--- src/scc_pkg.sv ---
// ----------------------------------------------------------------------------
// scc_pkg
// Types, constants and helpers shared by the spectrum column colourizer.
// ----------------------------------------------------------------------------
package scc_pkg;

    localparam int MATRIX_WIDTH = 16;
    localparam logic [3:0] MATRIX_LAST = 4'(MATRIX_WIDTH - 1);

    localparam int MUL_A_W = 15;
    localparam int MUL_B_W = 8;
    localparam int PROD_W  = MUL_A_W + MUL_B_W;

    localparam logic [1:0] CFG_DISPLAY_MODE = 2'd0;
    localparam logic [1:0] CFG_FIXED_HUE    = 2'd1;
    localparam logic [1:0] CFG_RAINBOW_RATE = 2'd2;

    localparam logic [2:0] MODE_SPECTRO      = 3'd0;
    localparam logic [2:0] MODE_COLOR_HALF   = 3'd1;
    localparam logic [2:0] MODE_COLOR_FULL   = 3'd2;
    localparam logic [2:0] MODE_RAINBOW_HALF = 3'd3;
    localparam logic [2:0] MODE_RAINBOW_FULL = 3'd4;

    localparam logic [1:0] CH_RED   = 2'd0;
    localparam logic [1:0] CH_GREEN = 2'd1;
    localparam logic [1:0] CH_BLUE  = 2'd2;

    localparam logic [8:0] HUE_WRAP  = 9'd360;
    localparam logic [8:0] VAL_ONE   = 9'd256;
    localparam logic [7:0] HUE_SPAN  = 8'd240;
    localparam logic [7:0] CH_SCALE  = 8'd17;

    typedef struct packed {
        logic [3:0] band_index;
        logic [8:0] band_value;
    } t_scc_in;

    typedef struct packed {
        logic [3:0] led_index;
        logic [7:0] red;
        logic [7:0] green;
        logic [7:0] blue;
    } t_scc_out;

    typedef struct packed {
        logic [2:0] display_mode;
        logic [8:0] fixed_hue;
        logic [8:0] rainbow_hue;
    } t_scc_ctl;

    // pick the primary, secondary or zero component for one channel
    function automatic logic [14:0] chan_comp(input logic [2:0] sect, input logic [1:0] ch,
                                              input logic [14:0] cn, input logic [14:0] xn);
        logic [14:0] res;
        res = '0;
        case (sect)
            3'd0: res = (ch == CH_RED) ? cn : (ch == CH_GREEN) ? xn : 15'd0;
            3'd1: res = (ch == CH_RED) ? xn : (ch == CH_GREEN) ? cn : 15'd0;
            3'd2: res = (ch == CH_RED) ? 15'd0 : (ch == CH_GREEN) ? cn : xn;
            3'd3: res = (ch == CH_RED) ? 15'd0 : (ch == CH_GREEN) ? xn : cn;
            3'd4: res = (ch == CH_RED) ? xn : (ch == CH_GREEN) ? 15'd0 : cn;
            default: res = (ch == CH_RED) ? cn : (ch == CH_GREEN) ? 15'd0 : xn;
        endcase
        return res;
    endfunction

endpackage

--- src/scc_mul.sv ---
// ----------------------------------------------------------------------------
// scc_mul
// Shared unsigned multiplier with a registered product.
// ----------------------------------------------------------------------------
module scc_mul (
    input  logic                         i_clk,
    input  logic [scc_pkg::MUL_A_W-1:0]  i_a,
    input  logic [scc_pkg::MUL_B_W-1:0]  i_b,
    output logic [scc_pkg::PROD_W-1:0]   o_prod
);

    logic [scc_pkg::PROD_W-1:0] r_prod;

    always_ff @(posedge i_clk) begin
        r_prod <= scc_pkg::PROD_W'(i_a) * scc_pkg::PROD_W'(i_b);
    end

    assign o_prod = r_prod;

endmodule

--- src/scc_core.sv ---
// ----------------------------------------------------------------------------
// scc_core
// Sequencer and datapath: hue, chroma and channel steps over the multiplier.
// ----------------------------------------------------------------------------
module scc_core (
    input  logic                          i_clk,
    input  logic                          i_rst_n,
    input  scc_pkg::t_scc_ctl             i_ctl,
    input  logic                          i_in_valid,
    output logic                          o_in_stall,
    input  scc_pkg::t_scc_in              i_in_data,
    output logic                          o_out_valid,
    input  logic                          i_out_stall,
    output scc_pkg::t_scc_out             o_out_data,
    output logic [scc_pkg::MUL_A_W-1:0]   o_mul_a,
    output logic [scc_pkg::MUL_B_W-1:0]   o_mul_b,
    input  logic [scc_pkg::PROD_W-1:0]    i_prod
);

    typedef enum logic [7:0] {
        S_IDLE = 8'b0000_0001,
        S_HUE  = 8'b0000_0010,
        S_SECT = 8'b0000_0100,
        S_XN   = 8'b0000_1000,
        S_RED  = 8'b0001_0000,
        S_GRN  = 8'b0010_0000,
        S_BLU  = 8'b0100_0000,
        S_OUT  = 8'b1000_0000
    } t_state;

    t_state r_state, n_state;
    logic   r_out_valid, n_out_valid;
    scc_pkg::t_scc_out r_out, n_out;

    logic [3:0]  r_led, n_led;
    logic [8:0]  r_val, n_val;
    logic        r_spec, n_spec;
    logic [8:0]  r_hsel, n_hsel;
    logic [9:0]  r_lum, n_lum;
    logic [5:0]  r_k, n_k;
    logic [2:0]  r_sect, n_sect;
    logic [14:0] r_xn, n_xn;
    logic [7:0]  r_red, n_red;
    logic [7:0]  r_grn, n_grn;

    logic        in_acc;
    logic [8:0]  vsat;
    logic [9:0]  lum_dev, c2, m;
    logic [14:0] cn, mn, xn_now;
    logic [8:0]  h, hm;
    logic [15:0] num_r, num_g, num_b;

    assign o_in_stall = (r_state != S_IDLE);
    assign in_acc     = i_in_valid && !o_in_stall;
    assign vsat       = (i_in_data.band_value > scc_pkg::VAL_ONE) ? scc_pkg::VAL_ONE
                                                                  : i_in_data.band_value;

    assign lum_dev = (r_lum >= 10'd256) ? (r_lum - 10'd256) : (10'd256 - r_lum);
    assign c2      = 10'((10'd256 - lum_dev) << 1);
    assign m       = (r_lum >= 10'd256) ? 10'((r_lum - 10'd256) << 1) : 10'd0;
    assign cn      = 15'({6'd0, c2} * 16'd60);
    assign mn      = 15'({6'd0, m} * 16'd60);
    assign xn_now  = (r_state == S_RED) ? i_prod[14:0] : r_xn;

    assign num_r = 16'(scc_pkg::chan_comp(r_sect, scc_pkg::CH_RED, cn, xn_now)) + 16'(mn);
    assign num_g = 16'(scc_pkg::chan_comp(r_sect, scc_pkg::CH_GREEN, cn, xn_now)) + 16'(mn);
    assign num_b = 16'(scc_pkg::chan_comp(r_sect, scc_pkg::CH_BLUE, cn, xn_now)) + 16'(mn);

    always_comb begin
        h = r_spec ? i_prod[16:8] : r_hsel;
        if (h >= scc_pkg::HUE_WRAP) begin
            h = 9'd0;
        end
        if (h >= 9'd240) begin
            hm = h - 9'd240;
        end else if (h >= 9'd120) begin
            hm = h - 9'd120;
        end else begin
            hm = h;
        end
    end

    always_comb begin
        n_state     = r_state;
        n_out_valid = r_out_valid;
        n_out       = r_out;
        n_led       = r_led;
        n_val       = r_val;
        n_spec      = r_spec;
        n_hsel      = r_hsel;
        n_lum       = r_lum;
        n_k         = r_k;
        n_sect      = r_sect;
        n_xn        = r_xn;
        n_red       = r_red;
        n_grn       = r_grn;
        o_mul_a     = '0;
        o_mul_b     = '0;

        if (r_out_valid && !i_out_stall) begin
            n_out_valid = 1'b0;
        end

        case (r_state)
            S_IDLE: begin
                if (in_acc) begin
                    n_led = scc_pkg::MATRIX_LAST - i_in_data.band_index;
                    n_val = vsat;
                    case (i_ctl.display_mode)
                        scc_pkg::MODE_COLOR_HALF: begin
                            n_spec = 1'b0;
                            n_hsel = i_ctl.fixed_hue;
                            n_lum  = {1'b0, vsat};
                        end
                        scc_pkg::MODE_COLOR_FULL: begin
                            n_spec = 1'b0;
                            n_hsel = i_ctl.fixed_hue;
                            n_lum  = {vsat, 1'b0};
                        end
                        scc_pkg::MODE_RAINBOW_HALF: begin
                            n_spec = 1'b0;
                            n_hsel = i_ctl.rainbow_hue;
                            n_lum  = {1'b0, vsat};
                        end
                        scc_pkg::MODE_RAINBOW_FULL: begin
                            n_spec = 1'b0;
                            n_hsel = i_ctl.rainbow_hue;
                            n_lum  = {vsat, 1'b0};
                        end
                        default: begin
                            n_spec = 1'b1;
                            n_hsel = 9'd0;
                            n_lum  = 10'd256;
                        end
                    endcase
                    n_state = S_HUE;
                end
            end
            S_HUE: begin
                o_mul_a = scc_pkg::MUL_A_W'(scc_pkg::VAL_ONE - r_val);
                o_mul_b = scc_pkg::HUE_SPAN;
                n_state = S_SECT;
            end
            S_SECT: begin
                n_k = (hm >= 9'd60) ? 6'(9'd120 - hm) : 6'(hm);
                if (h < 9'd60) begin
                    n_sect = 3'd0;
                end else if (h < 9'd120) begin
                    n_sect = 3'd1;
                end else if (h < 9'd180) begin
                    n_sect = 3'd2;
                end else if (h < 9'd240) begin
                    n_sect = 3'd3;
                end else if (h < 9'd300) begin
                    n_sect = 3'd4;
                end else begin
                    n_sect = 3'd5;
                end
                n_state = S_XN;
            end
            S_XN: begin
                o_mul_a = scc_pkg::MUL_A_W'(c2);
                o_mul_b = scc_pkg::MUL_B_W'(r_k);
                n_state = S_RED;
            end
            S_RED: begin
                n_xn    = i_prod[14:0];
                o_mul_a = num_r[14:0];
                o_mul_b = scc_pkg::CH_SCALE;
                n_state = S_GRN;
            end
            S_GRN: begin
                n_red   = i_prod[18:11];
                o_mul_a = num_g[14:0];
                o_mul_b = scc_pkg::CH_SCALE;
                n_state = S_BLU;
            end
            S_BLU: begin
                n_grn   = i_prod[18:11];
                o_mul_a = num_b[14:0];
                o_mul_b = scc_pkg::CH_SCALE;
                n_state = S_OUT;
            end
            S_OUT: begin
                // hold the blue product while the output register is stalled
                o_mul_a = num_b[14:0];
                o_mul_b = scc_pkg::CH_SCALE;
                if (!r_out_valid || !i_out_stall) begin
                    n_out_valid     = 1'b1;
                    n_out.led_index = r_led;
                    n_out.red       = r_red;
                    n_out.green     = r_grn;
                    n_out.blue      = i_prod[18:11];
                    n_state         = S_IDLE;
                end
            end
            default: begin
                n_state = S_IDLE;
            end
        endcase
    end

    always_ff @(posedge i_clk) begin
        if (!i_rst_n) begin
            r_state     <= S_IDLE;
            r_out_valid <= 1'b0;
        end else begin
            r_state     <= n_state;
            r_out_valid <= n_out_valid;
        end
    end

    always_ff @(posedge i_clk) begin
        r_out  <= n_out;
        r_led  <= n_led;
        r_val  <= n_val;
        r_spec <= n_spec;
        r_hsel <= n_hsel;
        r_lum  <= n_lum;
        r_k    <= n_k;
        r_sect <= n_sect;
        r_xn   <= n_xn;
        r_red  <= n_red;
        r_grn  <= n_grn;
    end

    assign o_out_valid = r_out_valid;
    assign o_out_data  = r_out;

endmodule

--- src/spectrum_column_colourizer.sv ---
// Sequence: each accepted transaction runs six steps through the single shared
// multiplier plus the output hand-off; the input is stalled until that hand-off,
// which waits on the output stall, so transactions do not overlap.
// Reset: synchronous, active low; clears the sequencer, output valid, the
// configuration registers, the rate divider and the rainbow hue.
// ----------------------------------------------------------------------------
// spectrum_column_colourizer
// HSL to RGB colourizer for one spectrum band with a running rainbow hue.
// ----------------------------------------------------------------------------
module spectrum_column_colourizer (
    input  logic               i_clk,
    input  logic               i_rst_n,
    input  logic               i_cfg_valid,
    output logic               o_cfg_ready,
    input  logic [1:0]         i_cfg_index,
    input  logic [8:0]         i_cfg_data,
    input  logic               i_in_valid,
    output logic               o_in_stall,
    input  scc_pkg::t_scc_in   i_in_data,
    output logic               o_out_valid,
    input  logic               i_out_stall,
    output scc_pkg::t_scc_out  o_out_data
);

    logic [2:0] r_display_mode;
    logic [8:0] r_fixed_hue;
    logic [4:0] r_rainbow_rate;
    logic [4:0] r_rate_divider, n_rate_divider;
    logic [8:0] r_rainbow_hue, n_rainbow_hue;

    logic                          cfg_wr;
    logic                          in_acc;
    scc_pkg::t_scc_ctl             ctl;
    logic [scc_pkg::MUL_A_W-1:0]   mul_a;
    logic [scc_pkg::MUL_B_W-1:0]   mul_b;
    logic [scc_pkg::PROD_W-1:0]    prod;

    assign o_cfg_ready = 1'b1;
    assign cfg_wr      = i_cfg_valid && o_cfg_ready;
    assign in_acc      = i_in_valid && !o_in_stall;

    always_ff @(posedge i_clk) begin
        if (!i_rst_n) begin
            r_display_mode <= scc_pkg::MODE_SPECTRO;
            r_fixed_hue    <= '0;
            r_rainbow_rate <= '0;
        end else if (cfg_wr) begin
            case (i_cfg_index)
                scc_pkg::CFG_DISPLAY_MODE: r_display_mode <= i_cfg_data[2:0];
                scc_pkg::CFG_FIXED_HUE:    r_fixed_hue    <= i_cfg_data;
                scc_pkg::CFG_RAINBOW_RATE: r_rainbow_rate <= i_cfg_data[4:0];
                default: begin
                end
            endcase
        end
    end

    // advance the rainbow once every rate+1 transactions
    always_comb begin
        n_rate_divider = r_rate_divider;
        n_rainbow_hue  = r_rainbow_hue;
        if (in_acc) begin
            if (r_rate_divider >= r_rainbow_rate) begin
                n_rate_divider = '0;
                n_rainbow_hue  = (r_rainbow_hue >= scc_pkg::HUE_WRAP - 9'd1) ? 9'd0
                                                                             : r_rainbow_hue + 9'd1;
            end else begin
                n_rate_divider = r_rate_divider + 5'd1;
            end
        end
    end

    always_ff @(posedge i_clk) begin
        if (!i_rst_n) begin
            r_rate_divider <= '0;
            r_rainbow_hue  <= '0;
        end else begin
            r_rate_divider <= n_rate_divider;
            r_rainbow_hue  <= n_rainbow_hue;
        end
    end

    assign ctl.display_mode = r_display_mode;
    assign ctl.fixed_hue    = (r_fixed_hue >= scc_pkg::HUE_WRAP) ? r_fixed_hue - scc_pkg::HUE_WRAP
                                                                 : r_fixed_hue;
    assign ctl.rainbow_hue  = r_rainbow_hue;

    scc_mul u_mul (
        .i_clk  (i_clk),
        .i_a    (mul_a),
        .i_b    (mul_b),
        .o_prod (prod)
    );

    scc_core u_core (
        .i_clk       (i_clk),
        .i_rst_n     (i_rst_n),
        .i_ctl       (ctl),
        .i_in_valid  (i_in_valid),
        .o_in_stall  (o_in_stall),
        .i_in_data   (i_in_data),
        .o_out_valid (o_out_valid),
        .i_out_stall (i_out_stall),
        .o_out_data  (o_out_data),
        .o_mul_a     (mul_a),
        .o_mul_b     (mul_b),
        .i_prod      (prod)
    );

    a_busy_after_accept: assert property (@(posedge i_clk) disable iff (!i_rst_n)
        in_acc |=> o_in_stall)
        else $error("input not stalled after accepted transaction");

    a_hue_in_range: assert property (@(posedge i_clk) disable iff (!i_rst_n)
        r_rainbow_hue < scc_pkg::HUE_WRAP)
        else $error("rainbow hue out of range");

    a_divider_clear: assert property (@(posedge i_clk) disable iff (!i_rst_n)
        (in_acc && (r_rate_divider >= r_rainbow_rate)) |=> (r_rate_divider == 5'd0))
        else $error("rate divider not cleared on hue advance");

    a_idle_without_accept: assert property (@(posedge i_clk) disable iff (!i_rst_n)
        (!o_in_stall && !i_in_valid) |=> !o_in_stall)
        else $error("sequencer left idle without a transaction");

endmodule

--- config.mk ---
export PLATFORM = sky130hd
export DESIGN_NAME = spectrum_column_colourizer
export DESIGN_NICKNAME = d
export VERILOG_FILES = /design/src/scc_pkg.sv /design/src/scc_mul.sv /design/src/scc_core.sv /design/src/spectrum_column_colourizer.sv
export SDC_FILE = /design/constraint.sdc
export NUM_CORES = 1
export LEC_CHECK = 0
export ABC_AREA = 0
export BUFFER_PORTS_ARGS = -buffer_cell sky130_fd_sc_hd__buf_4
export CAP_MARGIN = 20
export CORE_MARGIN = 5
export CORE_UTILIZATION = 59
export CTS_BUF_LIST = sky130_fd_sc_hd__clkbuf_4
export DETAILED_ROUTE_END_ITERATION = 12
export GPL_TIMING_DRIVEN = 0
export PLACE_DENSITY = 0.81
export SLEW_MARGIN = 20
export SYNTH_ARGS = -nofsm -noshare
export SYNTH_HDL_FRONTEND = slang
export SYNTH_SLANG_ARGS = --single-unit
--- constraint.sdc ---
create_clock -name i_clk -period 8.7 [get_ports i_clk]
set_input_delay 0.87 -clock i_clk [delete_from_list [all_inputs] [get_ports i_clk]]
set_output_delay 0.87 -clock i_clk [all_outputs]
set_load 0.01 [all_outputs]
== Yosys cells after proc, flatten, opt, wreduce, memory -nomap -nowiden ==
Index checks and enable logic that the tools add are counted.
W data, S select, Z words.

* $add $sub $neg: 14
* Multiply operators: 3
* Order comparisons: 14
* Eq/ne operators: 21
* Mux-type cells: 30
* Reductions and logical operators: 30

{| class="wikitable"
|+ Operators with widths
! kind !! count
|-
| $pmux W15 S2 || 3
|-
| $pmux W15 S5 || 1
|-
| $mux W9 || 8
|-
| $pmux W8 S8 || 1
|-
| $add A15 B15 Y15 || 3
|-
| $ge A9 B9 Y1 const B || 3
|-
| $pmux W8 S3 || 1
|-
| $reduce_or A2 Y1 || 12
|-
| $pmux W10 S2 || 1
|-
| $mul A15 B8 Y19 || 1
|-
| $lt A9 B8 Y1 const B || 2
|-
| $pmux W9 S2 || 1
|-
| $sub A9 B9 Y9 const A || 2
|-
| $sub A9 B9 Y9 const B || 2
|-
| $mux W8 || 2
|-
| $mux W15 || 1
|-
| $reduce_and A2 Y1 || 7
|-
| $mul A10 B4 Y13 const B || 1
|-
| $eq A3 B2 Y1 const B || 4
|-
| $mul A9 B4 Y12 const B || 1
|-
| $reduce_or A4 Y1 || 3
|-
| $ge A10 B9 Y1 const B || 1
|-
| $mux W10 || 1
|-
| $sub A9 B9 Y10 const A || 1
|-
| other kinds (38) || 49
|}

* Register bits: 160
* Word-level logic and storage cells: 136

== Longest topological paths before layout ==
* Word-level depth: 8
* Gate-level depth with buffers: 40
* Depth with buffers taken out: 40

== Hierarchy ==
From an unflattened synthesis, not the netlist that was laid out.

* Cells, all modules: 1470
* Area, all modules: 13974.7 um2

{| class="wikitable"
|+ Modules (own cells, without submodules)
! module !! instances !! cells each !! area each (um2)
|-
| scc_core || 1 || 800 || 7927.6
|-
| scc_mul || 1 || 482 || 4404.2
|-
| spectrum_column_colourizer || 1 || 188 || 1642.8
|}

== Least setup slack after synthesis ==
OpenSTA, ideal clock, no wires.

* Kind: register -> register
* Start point: reg u_core.r_lum[8]
* End point: reg u_mul.r_prod, in the netlist u_mul.o_prod[18]
* Setup time: 0.072 ns
* Arrival: 8.552 ns
* Setup slack: 0.076 ns
* Stages on the path, launching flop included: 37
* Path buffers: 1
* Path through: edfxtp_1 -> or2_2 -> clkbuf_1 -> nor2_1 -> xnor2_1 -> xnor2_1 -> inv_1 -> ha_1 -> xor2_1 -> fa_1 -> inv_1 -> ha_1 -> xnor2_1 -> nor3_1 -> o21a_1 -> a2111oi_0 -> ha_1 -> inv_1 -> o21bai_1 -> a21oi_1 -> xnor2_1 -> a221o_1 -> nand3_1 -> fa_1 -> fa_1 -> inv_1 -> fa_1 -> inv_1 -> fa_1 -> inv_1 -> ha_1 -> or4_1 -> o31ai_1 -> a21oi_1 -> and4_1 -> nor3_1 -> xnor2_1

* Word-level cells in the longest chain between the ends: 8
* Elaborated cells on any way between the ends: 16
* Classes of those cells: add/sub: 6; mul: 3; order compare: 1; mux: 6

{| class="wikitable"
|+ RTL lines
! element !! line !! source
|-
| from (decl) || scc_core.sv:39 || <nowiki>logic [9:0] r_lum, n_lum;</nowiki>
|-
| from (signal assigned) || scc_core.sv:219 || <nowiki>r_lum <= n_lum;</nowiki>
|-
| $sub A9 B9 Y9, or another cell as far along || scc_core.sv:58 || <nowiki>assign lum_dev = (r_lum >= 10'd256) ? (r_lum - 10'd256) : (10'd256 - r_lum);</nowiki>
|-
| $mux W9 || scc_core.sv:58 ||
|-
| $sub A9 B9 Y9 || scc_core.sv:59 || <nowiki>assign c2 = 10'((10'd256 - lum_dev) << 1);</nowiki>
|-
| $mul A9 B4 Y12 || scc_core.sv:61 || <nowiki>assign cn = 15'({6'd0, c2} * 16'd60);</nowiki>
|-
| $pmux W15 S2 || scc_pkg.sv:56 || <nowiki>case (sect)</nowiki>
|-
| $add A15 B15 Y15, on equally long branches || scc_core.sv:67, scc_core.sv:65, scc_core.sv:66 ||
|-
| $pmux W15 S5 (*) || scc_core.sv:104 || <nowiki>case (r_state)</nowiki>
|-
| $mul A15 B8 Y19 (*) || scc_mul.sv:15 || <nowiki>r_prod <= scc_pkg::PROD_W'(i_a) * scc_pkg::PROD_W'(i_b);</nowiki>
|-
| to (signal assigned) || scc_mul.sv:15 ||
|-
| to (decl) || scc_mul.sv:12 || <nowiki>logic [scc_pkg::PROD_W-1:0] r_prod;</nowiki>
|}

Mark *: on every way between the ends. The rest lies on a longest branch, timed or not.
A chain may end at the register's enable or synchronous reset.

== Final worst setup path ==
* Start point: reg u_core.r_lum[0]
* End point: reg u_mul.r_prod, in the netlist u_mul.o_prod[18]

The elaborated chain is that of the path after synthesis.

==> run_results.csv <==
group,metric,value,unit
final_layout,area_delta_synth_final,17.2,%
critical_path,cp_slowest_stage_delay,0.62,ns
clock_network,cts_sinks,160,
critical_path,required,9.20,ns
power_and_ir_drop,swShare,0.437,
route,wire_per_inst,17.8,µm
timing,hold_violations,0,
timing,setup_viol,2,
critical_path,crit_path_end_kind,"flip-flop",
global_route,overflow,0,
critical_path,cp_max_fo,5,
power_and_ir_drop,switchingPower,1.54,mW
final_layout,ff_latch_area,4060,µm²
timing,max_slew_margin,0.223,
power_and_ir_drop,comb_power_share,0.608,
power_and_ir_drop,seqPwrFrac,0.258,
timing,fmax,114,MHz
synth,ys.flop_type,"edfxtp_1",
final_layout,fillers,1502,
power_and_ir_drop,finalPower,3.51,mW
timing,rsz0062_at_grt,"true",
timing,fin_crit,8.80,ns
synth,yosys.area.top_type,"edfxtp_1",
timing,worstMarginPinSlew,1.15,ns
synth,syn_area,12800,µm²
clock_network,clock_latency,0.59,ns
placement,place_inst,1662,
clock_network,hold_buffers,0,
placement,globalplace.congestion,0.978,
clock_network,cts_tree,"built",
critical_path,arrival,9.31,ns
clock_network,cts-buffers-inserted,17,
timing,fin_hold_ws,0.428,ns
floorplan,die-area,24700,µm²
synth,syn_area_per_cell,9.75,µm²
synth,netlist_instances,1310,
route,drcViolationCount,0,
run_status,run_status,"finished with violations",
timing,setup_ws,-0.105,ns
synth,synth_seq_cells,160,
synth,synthArstFlopShare,0,
timing,fin_skew,0.0430,ns
clock_network,htreeDepth,4,
critical_path,startpoint_type,"flip-flop",
critical_path,path_class,"flip-flop to flip-flop",
clock_network,cts.path.max_buffers,2,
run_status,violations,"negative setup slack",
power_and_ir_drop,leakagePower,6.61,nW
synth,yosysSeqAreaShare,0.318,
power_and_ir_drop,p_int,1.98,mW
synth,synthDistinctLibCells,78,
critical_path,cp_slowest_cell,"fa_1",
min_path,min_path_type,"flip-flop to flip-flop",
route,via_count,10100,
floorplan,die_y,157,µm
final_layout,layout_commonest_cell,"inv_1",
route,drt_iter0_drc,855,
power_and_ir_drop,irDropWorstVdd,0.279,mV
final_layout,drive_gt1_frac,0.178,
synth,synth_area_leaders,"edfxtp_1 (20%), fa_1 (15%), dfxtp_1 (12%)",
global_route,grt_usage,0.243,
final_layout,stdcell_count,1747,
route,drt_pass1_iterations,5,
floorplan,start_util,0.604,
run,maxCapViolations,0,
route,ant_nets,0,
global_route,antenna_found_initial,1,
power_and_ir_drop,p_per_area,235,nW/µm²
timing,min_period_over_period,1.01,
final_layout,layout_common_cells,"inv_1 (175), buf_4 (109), fa_1 (95)",
timing,slew_violations,0,
route,finalWirelength,31100,µm
floorplan,num_io_pins,60,
synth,synth-edff-count,86,
timing,tns,-0.151,ns
floorplan,core,21200,µm²
placement,hpwl,22500,µm
route,viasPerCell,5.80,
floorplan,die_w,157,µm
global_route,grt_pass1_vias,9773,
synth,yosysTopAreaCellShare,0.202,
power_and_ir_drop,clkPwrFrac,0.133,
final_layout,fin_nets,1671,
placement,portBuffers,57,
synth,yosys_warnings,0,
floorplan,core.rowCount,53,
clock_network,path_clk_slew,0.16,ns
clock_network,cts_root_buffer,"clkbuf_4",
global_route,grt_pass1_wl,48100,µm
global_route,grt_max_degree,26,
final_layout,multi_input_area,8480,µm²
critical_path,cpMostUsedCell,"fa_1",
## registers in the layout, indices dropped and copies added (netlist names), 8 cells and up
signal / cells
u_core.o_out_data: 28
u_core.r_val: 9
u_core.r_hsel: 9
r_fixed_hue: 9
u_core.r_red: 8
u_core.r_xn: 15
r_rainbow_hue: 9
u_mul.o_prod: 19
u_core.r_state: 8
u_core.r_lum: 10
u_core.r_grn: 8
## critical path, delay by kind of cell (launching register included)
family                     cells  cell delay [ns]
adders and majority gates      9             3.76
AOI/OAI and AO/OA             11             1.78
and+or+nand+nor                6             1.13
buffers and inverters          8             0.83
xor gates and xnor gates       4             0.73
DFF                            1             0.50
## stage by stage
| step | instance area (µm²) | worst slack [ns] | utilization |
|---|---|---|---|
| after CTS | 14400 | 0.00263 | 0.680 |
| after floorplan | 12800 | 0.0755 | - |
| final | 15000 | -0.105 | 0.707 |
| after global routing | 15000 | -0.469 | 0.707 |
| after global placement | 13600 | -1.38 | 0.643 |
| after detailed placement | 13700 | -1.51 | 0.647 |
## synth_stat cells (all sizes together), types with 9 or more instances
cell    count
inv       183
o21ai      40
xor2       32
dfxtp      74
nand2b     24
nor2       90
fa         97
mux2i      39
nand2      74
nand3      40
buf        14
a22o        9
xnor2      58
a21o       19
nor2b      33
clkbuf     25
nor3       28
ha         87
and2       17
and3       10
edfxtp     86
mux2       13
a21oi      56
nand3b     10
## cell families (layout without fill, tap and decap cells)
family	count (synthesis)	count (layout)	share of synthesized area
simple gates	374	374	0.149
buf+inv	223	367	0.0679
compound gates	222	222	0.120
fa+ha+maj	186	186	0.239
flops	160	160	0.318
xor+xnor	91	91	0.0635
mux	52	52	0.0420
other cells	2	20	0.000588
## layout make-up
class,instances,share of cell area
diodes,1,0.000167
plain buffers,38,0.0115
clock buffers,18,0.00903
clock inverters,14,0.0110
inverters,184,0.0465
multi-input cells,944,0.567
flip-flops and latches,160,0.272
well taps,275,0.0230
repair buffers,113,0.0605
## power by group through the flow
stage	Sequential, mW	Clock, mW	Combinational [mW]
5_1_grt	0.911	0.510	2.31
3_5_place_dp	0.921	0	1.60
6_report	0.907	0.469	2.14
4_1_cts	0.905	0.479	1.74
2_1_floorplan	0.895	0	1.29
3_3_place_gp	0.920	0	1.56
## path summary, 6_finish.rpt
path                                 to  cells past startpoint       startpoint  slack, ns
hold / removal    u_core.o_out_data[16]                      0  u_core.r_red[0]       0.43
setup reg to reg       u_mul.o_prod[18]                     38  u_core.r_lum[0]      -0.10
hold reg to reg   u_core.o_out_data[16]                      0  u_core.r_red[0]       0.43
setup / recovery       u_mul.o_prod[18]                     38  u_core.r_lum[0]      -0.10
## per-layer routing
layer | GRT usage | wire length (µm) | up-vias
li1 | - | - | 4762
met1 | 0.329 | 13100 | 4854
met2 | 0.408 | 15100 | 424
met3 | 0.0388 | 1980 | 85
met4 | 0.0709 | 925 | 0
met5 | 0 | 0 | -
## repair_timing
item	CTS	global route
resized for setup	46	63
buffers inserted	19	34
endpoints found under the setup margin	9	6
gates cloned	0	0
pin swaps	16	50
No activity file was read; power rests on OpenSTA's default activity.
